==> config.mk <==
export PLATFORM = sky130hd
export DESIGN_NAME = meter_ballistics_peak_hold_top
export DESIGN_NICKNAME = d
export VERILOG_FILES = /design/src/mbph_pkg.sv /design/src/meter_ballistics_peak_hold_top.sv
export SDC_FILE = /design/constraint.sdc
export NUM_CORES = 2
export LEC_CHECK = 0
export BUFFER_PORTS_ARGS = -buffer_cell sky130_fd_sc_hd__buf_4
export CORE_MARGIN = 2
export CORE_UTILIZATION = 25
export DETAILED_ROUTE_END_ITERATION = 12
export GPL_TIMING_DRIVEN = 0
export PLACE_DENSITY = 0.48
export SLEW_MARGIN = 20
export SYNTH_ARGS = -nofsm -noshare
export SYNTH_HDL_FRONTEND = slang
export SYNTH_SLANG_ARGS = --single-unit
==> constraint.sdc <==
create_clock -name clk -period 27.2 [get_ports clk]
set_input_delay 5.44 -clock clk [delete_from_list [all_inputs] [get_ports clk]]
set_output_delay 5.44 -clock clk [all_outputs]
set_load 0.1 [all_outputs]
==> src/mbph_pkg.sv <==
// ----------------------------------------------------------------------------
// Meter ballistics package
// Beat types, register indexes, sequencer codes and the step program ROM.
// ----------------------------------------------------------------------------
package mbph_pkg;

  localparam int NUM_LEVELS = 12;
  localparam int NUM_CNTS   = 3;

  typedef struct packed {
    logic signed [15:0] in_peak_db;
    logic signed [15:0] out_peak_db;
    logic signed [15:0] in_left_db;
    logic signed [15:0] in_right_db;
    logic signed [15:0] out_left_db;
    logic signed [15:0] out_right_db;
    logic signed [15:0] in_rms_db;
    logic signed [15:0] out_rms_db;
    logic signed [15:0] reduction_db;
  } mbph_in_t;

  typedef struct packed {
    logic signed [15:0] peak_in;
    logic signed [15:0] peak_out;
    logic signed [15:0] peak_in_left;
    logic signed [15:0] peak_in_right;
    logic signed [15:0] peak_out_left;
    logic signed [15:0] peak_out_right;
    logic signed [15:0] average_in;
    logic signed [15:0] average_out;
    logic signed [15:0] hold_in;
    logic signed [15:0] hold_out;
    logic signed [15:0] smoothed_reduction;
    logic signed [15:0] reduction_hold;
  } mbph_out_t;

  // configuration register indexes
  localparam logic [7:0] REG_PEAK_ATTACK  = 8'd0;
  localparam logic [7:0] REG_PEAK_RELEASE = 8'd1;
  localparam logic [7:0] REG_VU           = 8'd2;
  localparam logic [7:0] REG_GR_ATTACK    = 8'd3;
  localparam logic [7:0] REG_GR_RELEASE   = 8'd4;
  localparam logic [7:0] REG_PEAK_TICKS   = 8'd5;
  localparam logic [7:0] REG_GR_TICKS     = 8'd6;

  typedef enum logic [2:0] {
    S_IDLE = 3'b001,
    S_RUN  = 3'b010,
    S_DONE = 3'b100
  } state_t;

  typedef enum logic [2:0] {
    PH_READ  = 3'b001,
    PH_MUL   = 3'b010,
    PH_WRITE = 3'b100
  } phase_t;

  // step operations
  localparam logic [1:0] OP_FOLLOW  = 2'd0;
  localparam logic [1:0] OP_AVG     = 2'd1;
  localparam logic [1:0] OP_HOLD_GE = 2'd2;
  localparam logic [1:0] OP_HOLD_GT = 2'd3;

  // coefficient sets
  localparam logic [1:0] CS_PEAK = 2'd0;
  localparam logic [1:0] CS_VU   = 2'd1;
  localparam logic [1:0] CS_GR   = 2'd2;

  // level register file slots
  localparam logic [3:0] LV_PEAK_IN        = 4'd0;
  localparam logic [3:0] LV_PEAK_OUT       = 4'd1;
  localparam logic [3:0] LV_PEAK_IN_LEFT   = 4'd2;
  localparam logic [3:0] LV_PEAK_IN_RIGHT  = 4'd3;
  localparam logic [3:0] LV_PEAK_OUT_LEFT  = 4'd4;
  localparam logic [3:0] LV_PEAK_OUT_RIGHT = 4'd5;
  localparam logic [3:0] LV_AVG_IN         = 4'd6;
  localparam logic [3:0] LV_AVG_OUT        = 4'd7;
  localparam logic [3:0] LV_HOLD_IN        = 4'd8;
  localparam logic [3:0] LV_HOLD_OUT       = 4'd9;
  localparam logic [3:0] LV_GR             = 4'd10;
  localparam logic [3:0] LV_GR_HOLD        = 4'd11;

  // input field selects
  localparam logic [3:0] SRC_IN_PEAK   = 4'd0;
  localparam logic [3:0] SRC_OUT_PEAK  = 4'd1;
  localparam logic [3:0] SRC_IN_LEFT   = 4'd2;
  localparam logic [3:0] SRC_IN_RIGHT  = 4'd3;
  localparam logic [3:0] SRC_OUT_LEFT  = 4'd4;
  localparam logic [3:0] SRC_OUT_RIGHT = 4'd5;
  localparam logic [3:0] SRC_IN_RMS    = 4'd6;
  localparam logic [3:0] SRC_OUT_RMS   = 4'd7;
  localparam logic [3:0] SRC_REDUCTION = 4'd8;

  // hold counters
  localparam logic [1:0] CNT_IN  = 2'd0;
  localparam logic [1:0] CNT_OUT = 2'd1;
  localparam logic [1:0] CNT_GR  = 2'd2;

  localparam logic [3:0] PC_LAST = 4'd11;

  typedef struct packed {
    logic [1:0] op;
    logic [3:0] lvl;
    logic       tgt_last;
    logic [3:0] src;
    logic [1:0] cset;
    logic [1:0] cnt;
    logic       last;
  } ucode_t;

  // holds take the level written by the step just before them as target
  function automatic ucode_t ucode_rom(input logic [3:0] pc);
    ucode_t w;
    case (pc)
      4'd0:  w = '{OP_FOLLOW,  LV_PEAK_IN,        1'b0, SRC_IN_PEAK,   CS_PEAK, CNT_IN,  1'b0};
      4'd1:  w = '{OP_HOLD_GE, LV_HOLD_IN,        1'b1, SRC_IN_PEAK,   CS_PEAK, CNT_IN,  1'b0};
      4'd2:  w = '{OP_FOLLOW,  LV_PEAK_OUT,       1'b0, SRC_OUT_PEAK,  CS_PEAK, CNT_OUT, 1'b0};
      4'd3:  w = '{OP_HOLD_GE, LV_HOLD_OUT,       1'b1, SRC_OUT_PEAK,  CS_PEAK, CNT_OUT, 1'b0};
      4'd4:  w = '{OP_FOLLOW,  LV_PEAK_IN_LEFT,   1'b0, SRC_IN_LEFT,   CS_PEAK, CNT_IN,  1'b0};
      4'd5:  w = '{OP_FOLLOW,  LV_PEAK_IN_RIGHT,  1'b0, SRC_IN_RIGHT,  CS_PEAK, CNT_IN,  1'b0};
      4'd6:  w = '{OP_FOLLOW,  LV_PEAK_OUT_LEFT,  1'b0, SRC_OUT_LEFT,  CS_PEAK, CNT_IN,  1'b0};
      4'd7:  w = '{OP_FOLLOW,  LV_PEAK_OUT_RIGHT, 1'b0, SRC_OUT_RIGHT, CS_PEAK, CNT_IN,  1'b0};
      4'd8:  w = '{OP_AVG,     LV_AVG_IN,         1'b0, SRC_IN_RMS,    CS_VU,   CNT_IN,  1'b0};
      4'd9:  w = '{OP_AVG,     LV_AVG_OUT,        1'b0, SRC_OUT_RMS,   CS_VU,   CNT_IN,  1'b0};
      4'd10: w = '{OP_FOLLOW,  LV_GR,             1'b0, SRC_REDUCTION, CS_GR,   CNT_GR,  1'b0};
      PC_LAST: w = '{OP_HOLD_GT, LV_GR_HOLD,      1'b1, SRC_REDUCTION, CS_GR,   CNT_GR,  1'b1};
      default: w = '{OP_AVG,   LV_AVG_IN,         1'b1, SRC_IN_PEAK,   CS_VU,   CNT_IN,  1'b1};
    endcase
    return w;
  endfunction

endpackage

==> src/meter_ballistics_peak_hold_top.sv <==
// ----------------------------------------------------------------------------
// Meter ballistics with peak hold
// Microcoded one-pole followers, VU averages and hold/decay for one tick.
// ----------------------------------------------------------------------------
// Usage:
//   in_valid/in_ready/in_data carry one meter tick of nine levels per beat.
//   out_valid/out_ready/out_data carry the twelve smoothed levels per beat.
//   cfg_valid/cfg_ready/cfg_index/cfg_data write coefficient and hold-tick
//   registers; cfg_ready is always high. Write only while the block is idle.
// Timing:
//   A tick runs a 12-step program on one shared multiply datapath. A filter
//   step passes through read/select, multiply and round/saturate/write; a
//   hold step that captures jumps past the multiply. One tick is in flight
//   at a time and the next input beat is taken the cycle after the result
//   is loaded into the output register.
// Reset:
//   rst restores register defaults, levels and holds to -60 dB (gain
//   reduction to zero) and clears the hold counters.
// Stall:
//   A finished result waits in the output register; a new tick may run while
//   it waits, and its result is held back until the register frees.
// ----------------------------------------------------------------------------
module meter_ballistics_peak_hold_top
  import mbph_pkg::*;
#(
  parameter int LEVEL_FRAC_BITS = 8,
  parameter int COEFF_FRAC_BITS = 16,
  parameter int HOLD_COUNT_BITS = 10
) (
  input  logic        clk,
  input  logic        rst,
  input  logic        in_valid,
  output logic        in_ready,
  input  mbph_in_t    in_data,
  output logic        out_valid,
  input  logic        out_ready,
  output mbph_out_t   out_data,
  input  logic        cfg_valid,
  output logic        cfg_ready,
  input  logic [7:0]  cfg_index,
  input  logic [15:0] cfg_data
);

  localparam int FLOOR_FULL = -60 * (1 << LEVEL_FRAC_BITS);
  localparam logic signed [15:0] FLOOR_DB =
    (FLOOR_FULL < -32768) ? 16'sh8000 : 16'(FLOOR_FULL);
  localparam logic signed [34:0] HALF = 35'sd1 <<< (COEFF_FRAC_BITS - 1);
  localparam logic [HOLD_COUNT_BITS-1:0] CNT_ZERO = '0;
  localparam logic [HOLD_COUNT_BITS-1:0] CNT_ONE  = HOLD_COUNT_BITS'(1);

  state_t state;
  phase_t phase;
  logic [3:0] upc;

  logic [15:0] peak_attack_coeff, peak_release_coeff, vu_coeff;
  logic [15:0] gr_attack_coeff, gr_release_coeff;
  logic [9:0]  peak_hold_ticks, gr_hold_ticks;

  logic signed [15:0] levels [NUM_LEVELS];
  logic [HOLD_COUNT_BITS-1:0] cnts [NUM_CNTS];

  mbph_in_t           in_q;
  mbph_out_t          out_q;
  logic signed [15:0] last_q;
  logic signed [15:0] val_q, tgt_q;
  logic signed [16:0] diff_q;
  logic [15:0]        coeff_q;
  logic               cap_q;
  logic signed [33:0] prod_q;

  ucode_t             uw;
  logic signed [15:0] val, src_val, tgt;
  logic [15:0]        att, rel, coeff;
  logic [9:0]         ticks;
  logic [HOLD_COUNT_BITS+9:0] ticks_ext;
  logic [HOLD_COUNT_BITS-1:0] cnt_cur, cnt_dec, cnt_next;
  logic               is_hold, capture;
  logic signed [16:0] diff, coeff_s;
  logic signed [33:0] prod;
  logic signed [34:0] rnd;
  logic signed [35:0] sum;
  logic signed [15:0] sat_sum, result;
  logic               out_load;

  assign in_ready  = (state == S_IDLE);
  assign cfg_ready = 1'b1;
  assign out_data  = out_q;
  assign out_load  = (state == S_DONE) && (!out_valid || out_ready);

  always_comb begin
    uw  = ucode_rom(upc);
    val = levels[uw.lvl];
    case (uw.src)
      SRC_IN_PEAK:   src_val = in_q.in_peak_db;
      SRC_OUT_PEAK:  src_val = in_q.out_peak_db;
      SRC_IN_LEFT:   src_val = in_q.in_left_db;
      SRC_IN_RIGHT:  src_val = in_q.in_right_db;
      SRC_OUT_LEFT:  src_val = in_q.out_left_db;
      SRC_OUT_RIGHT: src_val = in_q.out_right_db;
      SRC_IN_RMS:    src_val = in_q.in_rms_db;
      SRC_OUT_RMS:   src_val = in_q.out_rms_db;
      SRC_REDUCTION: src_val = in_q.reduction_db;
      default:       src_val = in_q.in_peak_db;
    endcase
    tgt = uw.tgt_last ? last_q : src_val;

    case (uw.cset)
      CS_PEAK: begin
        att = peak_attack_coeff;
        rel = peak_release_coeff;
      end
      CS_VU: begin
        att = vu_coeff;
        rel = vu_coeff;
      end
      CS_GR: begin
        att = gr_attack_coeff;
        rel = gr_release_coeff;
      end
      default: begin
        att = vu_coeff;
        rel = vu_coeff;
      end
    endcase
    ticks     = (uw.cset == CS_GR) ? gr_hold_ticks : peak_hold_ticks;
    ticks_ext = {{HOLD_COUNT_BITS{1'b0}}, ticks};

    cnt_cur = cnts[uw.cnt];
    cnt_dec = (cnt_cur != CNT_ZERO) ? cnt_cur - CNT_ONE : cnt_cur;
    is_hold = (uw.op == OP_HOLD_GE) || (uw.op == OP_HOLD_GT);
    case (uw.op)
      OP_HOLD_GE: capture = (tgt >= val);
      OP_HOLD_GT: capture = (tgt > val);
      default:    capture = 1'b0;
    endcase
    cnt_next = capture ? ticks_ext[HOLD_COUNT_BITS-1:0] : cnt_dec;

    // hold decays only once its counter is zero; zero coefficient keeps it
    if (is_hold) begin
      coeff = (cnt_dec == CNT_ZERO) ? rel : 16'd0;
    end else begin
      coeff = (tgt > val) ? att : rel;
    end
    diff = 17'(tgt) - 17'(val);

    coeff_s = {1'b0, coeff_q};
    prod    = diff_q * coeff_s;
    rnd     = (35'(prod_q) + HALF) >>> COEFF_FRAC_BITS;
    sum     = 36'(val_q) + 36'(rnd);
    if (sum > 36'sd32767) begin
      sat_sum = 16'sh7fff;
    end else if (sum < -36'sd32768) begin
      sat_sum = 16'sh8000;
    end else begin
      sat_sum = sum[15:0];
    end
    result = cap_q ? tgt_q : sat_sum;
  end

  always_ff @(posedge clk) begin
    if (rst) begin
      state              <= S_IDLE;
      phase              <= PH_READ;
      upc                <= '0;
      out_valid          <= 1'b0;
      peak_attack_coeff  <= 16'd32768;
      peak_release_coeff <= 16'd6554;
      vu_coeff           <= 16'd6554;
      gr_attack_coeff    <= 16'd32768;
      gr_release_coeff   <= 16'd6554;
      peak_hold_ticks    <= 10'd60;
      gr_hold_ticks      <= 10'd60;
      for (int i = 0; i < NUM_LEVELS; i++) begin
        levels[i] <= (i >= int'(LV_GR)) ? 16'sd0 : FLOOR_DB;
      end
      for (int i = 0; i < NUM_CNTS; i++) begin
        cnts[i] <= CNT_ZERO;
      end
    end else begin
      if (cfg_valid) begin
        case (cfg_index)
          REG_PEAK_ATTACK:  peak_attack_coeff  <= cfg_data;
          REG_PEAK_RELEASE: peak_release_coeff <= cfg_data;
          REG_VU:           vu_coeff           <= cfg_data;
          REG_GR_ATTACK:    gr_attack_coeff    <= cfg_data;
          REG_GR_RELEASE:   gr_release_coeff   <= cfg_data;
          REG_PEAK_TICKS:   peak_hold_ticks    <= cfg_data[9:0];
          REG_GR_TICKS:     gr_hold_ticks      <= cfg_data[9:0];
          default: ;
        endcase
      end

      if (out_load) begin
        out_valid <= 1'b1;
      end else if (out_ready) begin
        out_valid <= 1'b0;
      end

      case (state)
        S_IDLE: begin
          if (in_valid) begin
            state <= S_RUN;
            phase <= PH_READ;
            upc   <= '0;
          end
        end
        S_RUN: begin
          case (phase)
            PH_READ: begin
              if (is_hold) begin
                cnts[uw.cnt] <= cnt_next;
              end
              phase <= capture ? PH_WRITE : PH_MUL;
            end
            PH_MUL: begin
              phase <= PH_WRITE;
            end
            PH_WRITE: begin
              levels[uw.lvl] <= result;
              phase          <= PH_READ;
              upc            <= upc + 4'd1;
              if (uw.last) begin
                state <= S_DONE;
              end
            end
            default: phase <= PH_READ;
          endcase
        end
        S_DONE: begin
          if (out_load) begin
            state <= S_IDLE;
          end
        end
        default: state <= S_IDLE;
      endcase
    end
  end

  always_ff @(posedge clk) begin
    if (in_valid && in_ready) begin
      in_q <= in_data;
    end
    if (state == S_RUN && phase == PH_READ) begin
      val_q   <= val;
      tgt_q   <= tgt;
      diff_q  <= diff;
      coeff_q <= coeff;
      cap_q   <= capture;
    end
    if (state == S_RUN && phase == PH_MUL) begin
      prod_q <= prod;
    end
    if (state == S_RUN && phase == PH_WRITE) begin
      last_q <= result;
    end
    if (out_load) begin
      out_q <= '{levels[LV_PEAK_IN], levels[LV_PEAK_OUT], levels[LV_PEAK_IN_LEFT],
                 levels[LV_PEAK_IN_RIGHT], levels[LV_PEAK_OUT_LEFT],
                 levels[LV_PEAK_OUT_RIGHT], levels[LV_AVG_IN], levels[LV_AVG_OUT],
                 levels[LV_HOLD_IN], levels[LV_HOLD_OUT], levels[LV_GR],
                 levels[LV_GR_HOLD]};
    end
  end

`ifndef SYNTHESIS
  a_done_after_last: assert property (@(posedge clk) disable iff (rst)
    (state == S_DONE) && ($past(state) == S_RUN) |-> $past(uw.last && phase == PH_WRITE))
    else $error("tick finished before the last program step");

  a_phase_idle: assert property (@(posedge clk) disable iff (rst)
    (state != S_RUN) |-> (phase == PH_READ))
    else $error("datapath phase active outside a running tick");

  a_capture_skips_mul: assert property (@(posedge clk) disable iff (rst)
    (state == S_RUN) && (phase == PH_MUL) |-> !cap_q)
    else $error("captured hold entered the multiply phase");
`endif

endmodule
==> reports/results.ini <==
[clock_network]
cts_num_sinks=858
numCtsBuffers=87
htree_levels=3
clock_latency_ns=0.74
cts-root-buf=clkbuf_16
clockBufferDepth=3
cts_setup_buffers=0
cts_tree=built
path_clk_slew_ns=0.06
cts_resized=0
holdBufCountCts=0

[setup_path]
crit_path_frequent_cell=clkbuf_1
cp-startpoint=rst
critPathMaxFanout=16
rr_startpoint=coeff_q[4]
start_kind=input pin
cp.buffers_inverters=3
critPathRequiredTime_ns=27.54
cp_data_arrival_time_ns=8.31
worstPathCellList=clkbuf_1 > clkbuf_1 > clkbuf_1 > nand2b_1
slowest_delay_ns=0.94
worst_setup_path_end_kind=flip-flop
slowest_stage=nand2b_1
crit_family=buffers and inverters
path_class=in2reg

[timing]
max_slew_margin_pct=26.9
fin_crit_ns=7.98
fin_tns_setup_ns=0
hold_viol=0
worst_slew_pin_slew_ns=1.07
final-max-slew-violation-count=0
skew_ns=0.0680
fmax_ghz=0.125
setup_viol=0
rsz0062_at_grt=no
fin_crit_sh_pct=29.3
holdWs_ns=0.430

[detailed_routing]
vias_per_cell=4.46
ant_nets=0
wl_per_cell_um=22.0
drt-total-wl_mm=141
firstDrtPassIters=5
drtIter0Drc=2072
dr_total_vias=28700
drc=0

[floorplanning]
num_io_pins=368
coreArea_um2=178000
die_w_um=427
rows=155
dieHeight_um=427
start_util_pct=25.1
die-area_um2=183000

[cells_and_area]
finalNonFillerCells=6425
n_fill_cell=18000
register_area_um2=24500
areaGrowthSynthToFinish_pct=20.1
fin_area_um2=53800
layout_common_cells=edfxtp_1 (733), nand2_1 (430), inv_1 (409)
layout.nets=4575
final_common_cell=edfxtp_1
multi_input_area_um2=18100
drive_above_1_share_pct=17.6

[place]
gp_congestion=0.854
dpl_cell_area_um2=51000
numPlacedInstances=6265
portBuffers=365
dp_hpwl_mm=110

[yosys]
postSynthCellCount=3521
syn_area_um2=44800
synth_top_flop_cell=edfxtp_1
seq_area_frac_synth_pct=54.7
synth-edff-count=733
synth_fp_nets=4097
synth_cell_type_count=84
ys_ff_latch=858
syn_avg_cell_area_um2=12.7
yosysWarnings=0
synth_async_sr_flop_share_pct=0

[hold_path]
hold_class=reg2reg
min-delay-start=levels[9][9]

[global_routing]
grt_overflow=0
grt_use_total_pct=15.4
grt_max_degree=49
antenna_found_initial=3
grt_pass1_vias=29400
grt_pass1_wl_mm=204

[pwr]
max-vdd-ir-drop_mv=0.0642
p_leak_nw=20.5
power_density_nw_per_um2=68.5

[job]
maxCapViolations=0

[run_status]
outcome=complete, no violations

-- worst paths after layout --
check                        to  slack (ns)  cells past startpoint
hold / removal     out_data[41]        0.43                      0
setup reg to reg     prod_q[33]       19.51                     22
setup / recovery  levels[11][9]       19.22                      4
hold reg to reg    out_data[41]        0.43                      0
-- kinds of logic (layout without fill, tap and decap cells) --
logic type / after synthesis / count (layout) / share of synthesized area [%]
muxes: 159 / 159 / 6.13
other: 1 / 2 / 0.00837
DFF: 858 / 858 / 54.7
adders and majority gates: 403 / 403 / 15.9
AOI/OAI and AO/OA: 397 / 397 / 6.06
and+or+nand+nor: 1052 / 1052 / 10.8
xor gates and xnor gates: 66 / 66 / 1.29
buffers and inverters: 585 / 1133 / 5.02
-- sequential cells by signal, indices dropped and copies added (netlist names), 17 cells and up --
register  count
cnts         40
diff_q       17
in_q        144
levels      256
out_data    192
prod_q       19
-- cells in the mapped netlist (10+ instances only) --
cell type	n	area [µm²]
a211o_1	10	87.6
a211oi_1	12	90.1
a21o_1	13	97.6
a21oi_1	130	651
a22oi_1	68	510
a22oi_2	10	125
a41oi_1	14	123
and2_1	123	769
and3_1	17	106
buf_1	15	56.3
buf_2	17	85.1
clkbuf_1	124	465
dfxtp_1	125	2500
edfxtp_1	733	22000
fa_1	279	5590
ha_1	124	1550
inv_1	409	1540
inv_2	15	56.3
mux2_2	24	270
mux2i_1	45	450
mux4_2	90	2030
nand2_1	430	1610
nand2b_1	39	244
nand3_1	21	105
nand3b_1	35	263
nor2_1	288	1080
nor2b_1	14	87.6
nor3_1	27	135
nor4_1	10	62.6
o21a_1	10	75.1
o21ai_0	37	185
o21ai_1	14	70.1
o21ai_2	11	96.3
o22ai_1	12	75.1
xnor2_1	45	394
xor2_1	21	184
-- metrics by stage --
stage	power [mW]	setup slack [ns]	utilization, %
final	3.69	19.22	30.2
after global routing	3.93	19.08	30.2
after floorplan	2.28	13.58	-
after CTS	3.74	19.16	30.2
after global placement	2.53	9.40	28.3
after detailed placement	2.54	18.38	28.6
-- power breakdown --
part	switching [mW]	total, mW	internal (mW)
Sequential	0.0157	1.53	1.51
Clock	0.547	1.19	0.646
Combinational	0.542	0.964	0.421
-- layer usage --
layer	part of all wire, %	track usage (%)
met1	41	19.5
met2	51	26.7
met3	4.9	2.39
met4	2.8	4.96
met5	0.018	0
-- final cells by class --
type,count,area share [%]
sequential,858,45.6
multi-input combinational,2078,33.7
timing repair buffer,389,5.86
tap,2355,5.48
clock buffer,110,4.26
inverter,424,2.96
buffer,161,1.23
clock inverter,49,0.954
antenna,1,0.00465
-- worst register-to-register path: cells and delay by family (launching register included) --
family                     cells  cell delay, ns
AOI/OAI and AO/OA              6            1.85
adders and majority gates      7            3.42
DFF                            1            0.34
and+or+nand+nor                3            0.55
buffers and inverters          5            1.11
xor gates and xnor gates       1            0.13
Power figures use the tool's default switching activity.
